==> config.mk <==
export PLATFORM = sky130hd
export DESIGN_NAME = pfhtt_front
export DESIGN_NICKNAME = d
export VERILOG_FILES = /design/src/sv/per_frame_hold_time_tracker_unit_macros.svh /design/src/sv/pfhtt_pkg.sv /design/src/sv/pfhtt_front.sv
export SDC_FILE = /design/constraint.sdc
export NUM_CORES = 1
export LEC_CHECK = 0
export BUFFER_PORTS_ARGS = -buffer_cell sky130_fd_sc_hd__buf_2
export CORE_MARGIN = 2
export CORE_UTILIZATION = 47
export DETAILED_ROUTE_END_ITERATION = 8
export GPL_ROUTABILITY_DRIVEN = 0
export HOLD_SLACK_MARGIN = 0.02
export PLACE_DENSITY = 0.83
export SYNTH_ARGS = -nofsm -noshare
export SYNTH_HDL_FRONTEND = slang
export SYNTH_SLANG_ARGS = --single-unit
export TNS_END_PERCENT = 5
==> constraint.sdc <==
create_clock -name clk_i -period 2.7 [get_ports clk_i]
set_input_delay 0.27 -clock clk_i [delete_from_list [all_inputs] [get_ports clk_i]]
set_output_delay 0.27 -clock clk_i [all_outputs]
set_load 0.005 [all_outputs]
==> src/sv/per_frame_hold_time_tracker_unit_macros.svh <==
// Assertion helpers
`ifndef PER_FRAME_HOLD_TIME_TRACKER_UNIT_MACROS_SVH
`define PER_FRAME_HOLD_TIME_TRACKER_UNIT_MACROS_SVH
`define PFH_ASSERT(lbl, prop) \
  lbl: assert property (@(posedge clk_i) disable iff (!rst_ni) prop) else $error("lbl");
`define PFH_NEVER(lbl, expr) \
  lbl: assert property (@(posedge clk_i) disable iff (!rst_ni) !(expr)) else $error("lbl");
`endif

==> src/sv/pfhtt_pkg.sv <==
package pfhtt_pkg;
  localparam int unsigned Channels = 256;
  localparam int unsigned ChW = $clog2(Channels);
  localparam logic [16:0] FracOne = 17'd65536;
  typedef enum logic [2:0] {
    MODE_FRAME = 3'd0, MODE_PRESS = 3'd1, MODE_RELEASE = 3'd2,
    MODE_ACT = 3'd3, MODE_DEACT = 3'd4, MODE_QUERY = 3'd5,
    MODE_UNUSED6 = 3'd6, MODE_UNUSED7 = 3'd7
  } mode_e;
  typedef enum logic [2:0] {
    S_IDLE, S_READ, S_EXEC, S_DIV, S_OUT
  } state_e;
  typedef struct packed {
    logic [2:0]  mode;
    logic [7:0]  channel;
    logic [63:0] event_time;
  } req_t;
  typedef struct packed {
    logic        is_held;
    logic        held_clean;
    logic        was_released;
    logic [16:0] hold_fraction;
  } res_t;
endpackage

==> src/sv/pfhtt_front.sv <==
module pfhtt_front (
  input  logic          clk_i,
  input  logic          rst_ni,
  input  logic          valid_i,
  output logic          ready_o,
  input  pfhtt_pkg::req_t req_i,
  output logic          q_valid_o,
  input  logic          q_ready_i,
  output pfhtt_pkg::req_t q_req_o
);
  logic [1:0] cnt_q, cnt_d;
  logic       rp_q, rp_d, wp_q, wp_d;
  pfhtt_pkg::req_t buf_q [2];
  logic push, pop, keep;
  always_comb begin
    keep = (req_i.mode <= pfhtt_pkg::MODE_QUERY);
    ready_o = (cnt_q != 2'd2);
    push = valid_i && ready_o && keep;
    pop = q_valid_o && q_ready_i;
    q_valid_o = (cnt_q != 2'd0);
    q_req_o = buf_q[rp_q];
    cnt_d = cnt_q + {1'b0, push} - {1'b0, pop};
    rp_d = rp_q ^ pop;
    wp_d = wp_q ^ push;
  end
  always_ff @(posedge clk_i or negedge rst_ni) begin
    if (!rst_ni) begin
      cnt_q <= '0; rp_q <= 1'b0; wp_q <= 1'b0;
    end else begin
      cnt_q <= cnt_d; rp_q <= rp_d; wp_q <= wp_d;
    end
  end
  always_ff @(posedge clk_i) begin
    if (push) buf_q[wp_q] <= req_i;
  end
endmodule

==> reports/results.ini, run 1 <==
[outcome]
status=finished, final reports clean

[worst_setup_path]
crit_fanout=30
cp-end-kind=output pin
arrival_ns=2.05
reg2reg_slack_ns=0.91
max_stage_delay_ns=0.76
critPathLaunchType=register
crit_slowest_cell=dfrtp_4
setup.worst_path.class=reg2out
required_ns=2.43
crit_path_cell_trace=buf_4 > mux2_2 > buf_2

[detailed_routing]
wl_um=10000
drcViolationCount=0
wl_per_cell_um=17.0
ant_nets=0
vias_per_cell=4.93
vias=2917
dr.first_iter.drc_count=207
dr.pass1.iters=4

[grt]
grt_first_pass_wirelength_um=14700
antenna_found_initial=0
track_usage_pct=15.3
first_global_vias=3031
overflow=0
grt_max_degree=76

[cts]
cts-htree-levels=4
cts_hold_buffers=1
cts_inserted_buffers=17
postCtsSetupBuffers=0
tritoncts_num_sinks=154
cts_resized=0
clockBufferDepth=2
cts.clk_slew.worst_paths_ns=0.06
clockRootBuffer=clkbuf_16
clock_latency_ns=0.41
cts_tree=done

[power_and_ir_drop]
p_leak_nw=2.92
p_per_area_nw_per_um2=1040
ir_drop_mv=0.635

[layout]
drive_gt1_share_pct=60.0
fin_nets=513
multiInputGateArea_sq_um=1130
synthToLayoutAreaGrowth_pct=27.8
seqCellArea_sq_um=4610
n_fill_cell=858
utilization_pct=61.8
instances_no_fill=592
n_antenna_cell=0

[timing]
slew_violations=0
finClkSkew_ns=0.00611
rsz0062_at_grt=no
finalWorstPathRequiredPeriod_ns=2.32
setup_violations=0
max_slew_margin_pct=65.2
fin_hold_ws_ns=0.0429
fmax_ghz=0.431
worstMarginPinSlew_ns=0.521
hold_violations=0
timing.final.crit_share_pct=86.0

[placement]
hpwl_um=6500
dp_cells=557
placement.io_buffers=155

[floorplanning]
initial_core_util_pct=48.3
fp.dieW_um=115
fp.coreArea_sq_um=12000
io_pins=156
die_h_um=115
rows=40
die-area_sq_um=13200

[yosys]
ys_ff_latch=154
syn-cell-area_sq_um=5800
yosysWarnings=0
synth_cells=259
ys_types=20
syn_nets=340
yosysSeqAreaShare_pct=79.4
syn_avg_cell_area_sq_um=22.4

[run]
drv_cap=0

[min_path]
min_path_type=in2reg

[metrics by stage]
stage	setup WS [ns]	instance area [sq um]	TNS [ns]	total power, mW
floorplan	-0.197	5800	-14.74	4.64
global placement	0.792	6780	0	5.33
detailed placement	0.785	6780	0	5.39
CTS	0.324	7400	0	7.82
global route	0.259	7420	0	8.07
finish	0.378	7420	0	7.72
[cell usage in the layout (no fill, tap or decap), types with 3 or more instances in the layout]
cell and instances:
mux2_4 40, a21oi_1 3, dfrtp_1 3, dlygate4sd3_1 3
edfxtp_1 150, clkinv_2 3, clkinv_1 4, buf_12 3
clkbuf_16 17, inv_1 3, clkinvlp_4 3, bufinv_16 4
buf_2 155, nor2_1 3, mux2_2 35, nand2_1 3
[synth_stat cells, drive strengths merged]
cell / instances / area (sq um)
edfxtp: 150 / 4500
mux2: 75 / 995
buf: 8 / 67.6
dfrtp: 4 / 100
a21oi: 3 / 15.0
inv: 3 / 11.3
nand2: 3 / 11.3
nor2: 3 / 11.3
ha: 2 / 25.0
a211oi: 1 / 7.51
a21bo: 1 / 10.0
a22o: 1 / 8.76
and2: 1 / 6.26
o21ai: 1 / 5.00
or2: 1 / 6.26
xnor2: 1 / 8.76
xor2: 1 / 8.76
[power by group]
group          switching, mW  internal (mW)
clock network          0.887           1.53
logic                  0.838           1.11
registers              0.222           3.13
[final cells by class]
type / count / area share (%)
flip-flops and latches: 154 / 62.1
multi-input cells: 94 / 15.3
repair buffers: 162 / 11.8
clock buffers: 17 / 5.74
well taps: 147 / 2.48
clock inverters: 15 / 2.45
inverters: 3 / 0.152
[routing by layer]
layer | global-route usage [%] | vias to the layer above | part of all wire [%]
met5 | 0 | - | 0
met4 | 7.23 | 0 | 1.5
met3 | 6.11 | 14 | 7.1
met2 | 25.1 | 116 | 50
li1 | - | 1372 | -
met1 | 17.8 | 1415 | 41
[registers in the layout (all words and copies together) (netlist names)]
register,count
wp_q,1
buf_q,150
rp_q,1
cnt_q,2
[critical path, delay by kind of cell (launching register included)]
family   cells  cell delay (ns)
buf+inv      2             0.49
flops        1             0.76
mux          1             0.37
[worst paths after layout]
| kind | to | cells past startpoint | start |
|---|---|---|---|
| min in group asynchronous | cnt_q[0] | 2 | rst_ni |
| min reg2reg | cnt_q[0] | 1 | cnt_q[0] |
| max | q_req_o[1] | 3 | rp_q |
| min | buf_q[0][14] | 1 | req_i[14] |
| max in group asynchronous | rp_q | 2 | rst_ni |
| max reg2reg | buf_q[1][49] | 4 | cnt_q[0] |
[kinds of logic (layout without fill, tap and decap cells)]
group,count (synthesis),after routing,synth area share (%)
compound gates,7,7,0.798
xor+xnor,2,2,0.302
fa+ha+maj,2,2,0.431
buf+inv,11,197,1.36
flops,154,154,79.4
mux,75,75,17.1
simple gates,8,8,0.604
(Power assumes the default switching activity.)
==> inputs of run 2 (changes only) <==
- BUFFER_PORTS_ARGS: -buffer_cell sky130_fd_sc_hd__buf_2 -> default
- CORE_UTILIZATION: 47 -> 50
- DONT_BUFFER_PORTS: default -> 1
- PLACE_DENSITY: 0.83 -> 0.76
==> run 2 against run 1 <==
Sequential share of layout area is 0.20 points higher. Total power is 3.9% lower. Critical endpoint is now q_req_o[3]. Flip-flop and latch count stayed put. Worst setup slack better by 0.0076 ns. Final area is 0.32% lower. Highest routed layer unchanged. Largest power group unchanged. Register-to-register slack worse by 0.27 ns.
==> reports/results.ini, run 2 (same netlist as run 1, synthesis figures left out) <==
[detailed_routing]
ant_nets=0  ; unchanged
drcViolationCount=0  ; unchanged
vias_per_cell=5.27  ; +6.9%
wl_per_cell_um=19.7  ; +16%
vias=2681  ; -8.1%
dr.pass1.iters=4  ; unchanged
wl_um=10100  ; about the same
dr.first_iter.drc_count=201  ; -2.9%

[timing]
slew_violations=0  ; unchanged
fmax_ghz=0.432  ; +0.33%
fin_ws_ns=0.386  ; +0.00764 ns
worstMarginPinSlew_ns=0.716  ; +0.194 ns
rsz0062_at_grt=no
finClkSkew_ns=0.00676  ; +0.000650 ns
finalWorstPathRequiredPeriod_ns=2.31  ; -0.00764 ns
max_slew_margin_pct=52.3  ; -13 points
hold_violations=0  ; unchanged
setup_violations=0  ; unchanged
timing.final.crit_share_pct=85.7  ; -0.28 points

[layout]
n_fill_cell=751  ; -12%
drive_gt1_share_pct=30.9  ; -29 points
utilization_pct=65.0  ; +3.3 points
instances_no_fill=509  ; -14%
n_antenna_cell=0  ; unchanged
layout_common_cells=150 x edfxtp_1, 77 x dlygate4sd3_1, 40 x mux2_4
largest_reg_flops=150  ; unchanged
largestRegisters=buf_q (150), cnt_q (2)
fin_area_sq_um=7390  ; -0.32%
seqCellArea_sq_um=4610  ; unchanged
regMostFlops=buf_q
multiInputGateArea_sq_um=1130  ; unchanged
synthToLayoutAreaGrowth_pct=27.4
fin_nets=434  ; -15%
layout_commonest_cell=edfxtp_1

[power_and_ir_drop]
p_leak_nw=2.62  ; -10%
p_per_area_nw_per_um2=1000  ; -3.6%
ir_drop_mv=0.712  ; +12%

[worst_setup_path]
setup.worst_path.class=reg2out
cp_num_buf_inv=1  ; -1
crit_fanout=42  ; +40%
crit_path_cell_trace=buf_4 > mux2_2
arrival_ns=2.04  ; about the same
reg2reg_slack_ns=0.64  ; -0.27 ns
required_ns=2.43  ; about the same
max_stage_delay_ns=0.88  ; +0.12 ns
cpLargestDelayFamily=flip-flops
cp-end-kind=output pin
critPathLaunchType=register
crit_slowest_cell=dfrtp_4

[cts]
cts-htree-levels=4  ; unchanged
postCtsSetupBuffers=0  ; unchanged
clockBufferDepth=2  ; unchanged
clockRootBuffer=clkbuf_16
cts.clk_slew.worst_paths_ns=0.06  ; about the same
cts_inserted_buffers=17  ; unchanged
clock_latency_ns=0.41  ; about the same
cts_tree=done
tritoncts_num_sinks=154  ; unchanged

[floorplanning]
die_h_um=112  ; -2.9%
initial_core_util_pct=51.0  ; +2.7 points
die-area_sq_um=12500  ; -5.8%
io_pins=156  ; unchanged
fp.coreArea_sq_um=11400  ; -5.3%
fp.dieW_um=112  ; -2.9%
rows=39  ; -2.5%

[min_path]
min_path_type=in2async

[placement]
hpwl_um=6130  ; -5.7%
placement.io_buffers=0  ; -100%
placed_cell_area_sq_um=6010  ; -11%
dp_cells=400  ; -28%
pre_cts_slack_ns=0.715  ; -0.0704 ns

[grt]
track_usage_pct=16.7  ; +1.4 points
overflow=0  ; unchanged
grt_max_degree=43  ; -43%
grt_first_pass_wirelength_um=15500  ; +5.8%
first_global_vias=2824  ; -6.8%
antenna_found_initial=0  ; unchanged

[outcome]
status=finished, final reports clean

[run]
drv_cap=0  ; unchanged

run 2: worst reg2reg max path: cells and delay by family, from the launching register on:
kind / cells / cell delay [ns]
flops: 1 / 0.44
simple gates: 1 / 0.54
compound gates: 1 / 0.34
buf+inv: 2 / 0.44
run 2: worst paths after layout:
path                                start     endpoint  depth (start not counted)
max in group asynchronous          rst_ni         rp_q                          1
worst min register to register   cnt_q[0]     cnt_q[0]                          1
worst min-delay path               rst_ni         wp_q                          1
min in group clk_i              q_ready_i     cnt_q[1]                          3
worst max-delay path                 rp_q   q_req_o[3]                          2
worst max register to register   cnt_q[0]  buf_q[1][4]                          4
run 2: layout make-up:
| cell class | instances | share of cell area (%) |
|---|---|---|
| clock buffers | 19 | 5.86 |
| inverters | 3 | 0.152 |
| multi-input cells | 94 | 15.3 |
| flip-flops and latches | 154 | 62.3 |
| repair buffers | 83 | 11.5 |
| clock inverters | 13 | 2.37 |
| well taps | 143 | 2.42 |
run 2: power by group:
group	total, mW	internal (mW)	switching [mW]
combinational	1.61	0.877	0.730
sequential	3.40	3.13	0.268
clock	2.41	1.54	0.872
run 2: timing repair:
action,CTS,global route
gates resized for setup,0,0
hold buffers,77,0
endpoints found under the hold margin,155,0
run 2: per-stage QoR:
stage          setup TNS [ns]  hold WS (ns)  total power [mW]
2_1_floorplan          -14.74       -0.0256              4.64
6_report                    0         0.135              7.41
5_1_grt                     0         0.139              7.73
3_5_place_dp                0       -0.0255              4.97
4_1_cts                     0         0.117              7.48
3_3_place_gp                0       -0.0255              4.92
run 2: layer usage:
| layer | global-route usage (%) | share of wire, % | up-vias |
|---|---|---|---|
| met5 | 0 | 0 | - |
| met4 | 6.91 | 1.6 | 0 |
| met3 | 7.35 | 8.2 | 13 |
| met2 | 26.7 | 51 | 119 |
| met1 | 20.0 | 40 | 1338 |
| li1 | - | - | 1211 |
==> inputs of run 3 (changes only) <==
- PLACE_DENSITY: 0.76 -> 0.73
- clock period: 2.7 -> 2.4 ns (I/O delays scaled with it)
==> run 3 against run 2 <==
Sequential share of layout area grew 0.22 points. Critical path depth is the same. Sequential power grew 10%. Via count shrank 0.15%. Final area shrank 0.36%. Register-to-register slack lost 0.16 ns. Combinational power grew 19%. Total power grew 9.9%. Critical path type unchanged.
==> reports/results.ini, run 3 (same netlist as run 1, synthesis figures left out) <==
[grt]
grt_first_pass_wirelength_um=15200  ; -1.9%
track_usage_pct=16.4  ; -0.28 points
first_global_vias=2836  ; +0.42%
antenna_found_initial=0  ; unchanged
grt_max_degree=36  ; -16%
overflow=0  ; unchanged

[power_and_ir_drop]
p_per_area_nw_per_um2=1110  ; +10%
share_seq_of_total_power_pct=45.9  ; about the same
p_sw_mw=2.11  ; +13%
p_leak_nw=2.61  ; -0.54%
p_clk_share_pct=30.7  ; -1.8 points
combinationalPowerShare_pct=23.4  ; +1.7 points
swShare_pct=25.9  ; +0.63 points
ir_drop_mv=0.636  ; -11%
intPower_mw=6.04  ; +8.9%

[cts]
cts.clk_slew.worst_paths_ns=0.06  ; about the same
postCtsSetupBuffers=0  ; unchanged
clockRootBuffer=clkbuf_16
cts_inserted_buffers=17  ; unchanged
tritoncts_num_sinks=154  ; unchanged
cts_tree=done
cts-htree-levels=4  ; unchanged
clockBufferDepth=2  ; unchanged
clock_latency_ns=0.41  ; about the same
cts_hold_buffers=77  ; unchanged
cts_resized=0  ; unchanged

[detailed_routing]
wl_per_cell_um=19.7  ; about the same
wl_um=10100  ; +0.19%
dr.pass1.iters=4  ; unchanged
dr.first_iter.drc_count=118  ; -41%
vias_per_cell=5.25  ; -0.34%
ant_nets=0  ; unchanged
vias=2677  ; -0.15%
drcViolationCount=0  ; unchanged

[layout]
n_fill_cell=779  ; +3.7%
largestRegisters=buf_q (150), cnt_q (2)
instances_no_fill=510  ; +0.20%
n_antenna_cell=0  ; unchanged
layout_common_cells=150 x edfxtp_1, 77 x dlygate4sd3_1, 40 x mux2_4
layout_commonest_cell=edfxtp_1
drive_gt1_share_pct=31.3  ; +0.46 points
regMostFlops=buf_q
largest_reg_flops=150  ; unchanged
synthToLayoutAreaGrowth_pct=27.0
fin_nets=435  ; +0.23%

[floorplanning]
fp.dieW_um=112  ; unchanged
initial_core_util_pct=51.0  ; unchanged
rows=39  ; unchanged
fp.coreArea_sq_um=11400  ; unchanged
io_pins=156  ; unchanged
die-area_sq_um=12500  ; unchanged
die_h_um=112  ; unchanged

[worst_setup_path]
arrival_ns=1.80  ; -0.24 ns
required_ns=2.16  ; -0.27 ns
setup.worst_path.class=reg2out
crit_fanout=22  ; -48%
critPathLaunchType=register
cp-end-kind=output pin

[timing]
finClkSkew_ns=0.00844  ; +0.00168 ns
setup_violations=0  ; unchanged
max_slew_margin_pct=69.9  ; +18 points
fin_hold_ws_ns=0.0977  ; -0.0371 ns
hold_violations=0  ; unchanged
timing.final.crit_share_pct=85.1
rsz0062_at_grt=no
slew_violations=0  ; unchanged
fin_ws_ns=0.356  ; -0.0296 ns
finalWorstPathRequiredPeriod_ns=2.04
fmax_ghz=0.489
worstMarginPinSlew_ns=0.451  ; -0.264 ns
fin_tns_setup_ns=0  ; unchanged

[placement]
pre_cts_slack_ns=0.477  ; -0.237 ns
hpwl_um=6240  ; +1.8%
dp_cells=401  ; +0.25%
placement.io_buffers=0  ; unchanged

[min_path]
min_path_type=in2async

[run]
drv_cap=0  ; unchanged

[outcome]
status=finished, final reports clean

==> run 3: final cells by class <==
type	instances	area, sq um	share of cell area, %
repair buffers	84	873	11.9
flip-flops and latches	154	4610	62.6
inverters	3	11.3	0.153
clock inverters	13	129	1.75
well taps	143	179	2.43
multi-input cells	94	1130	15.4
clock buffers	19	433	5.88
==> run 3: power groups by stage <==
stage / clock network (mW) / logic, mW / registers, mW
finish: 2.50 / 1.91 / 3.74
global route: 2.68 / 2.04 / 3.79
CTS: 2.55 / 1.94 / 3.75
detailed placement: 0 / 1.81 / 3.80
global placement: 0 / 1.79 / 3.77
floorplan: 0 / 1.53 / 3.69
==> run 3: layer usage <==
metal | vias up | track usage (%) | wire (um)
li1 | 1215 | - | -
met5 | - | 0 | 0
met4 | 0 | 6.26 | 131
met2 | 118 | 27.8 | 5230
met3 | 16 | 7.40 | 808
met1 | 1328 | 18.4 | 3900
==> run 3: through the flow <==
step / total power [mW] / utilization [%] / cell area (sq um)
6_report: 8.15 / 64.8 / 7370
2_1_floorplan: 5.22 / - / 5800
4_1_cts: 8.24 / 64.8 / 7370
3_3_place_gp: 5.55 / 53.1 / 6030
5_1_grt: 8.51 / 64.8 / 7370
3_5_place_dp: 5.61 / 53.1 / 6030
==> run 3: critical path, cell delays in order (launching register included) <==
cell     delay, ns
dfrtp_4       0.67
buf_4         0.32
mux2_2        0.39
==> run 3: path summary, 6_finish.rpt <==
kind | from | end | slack, ns | cells after the start
worst max-delay path | rp_q | q_req_o[16] | 0.36 | 2
worst min-delay path | rst_ni | rp_q | 0.1 | 1
worst max register to register | cnt_q[0] | buf_q[1][45] | 0.48 | 4
worst min register to register | cnt_q[0] | cnt_q[0] | 0.62 | 1
max in group asynchronous | rst_ni | rp_q | 2.11 | 1
min in group clk_i | q_ready_i | cnt_q[0] | 0.11 | 3
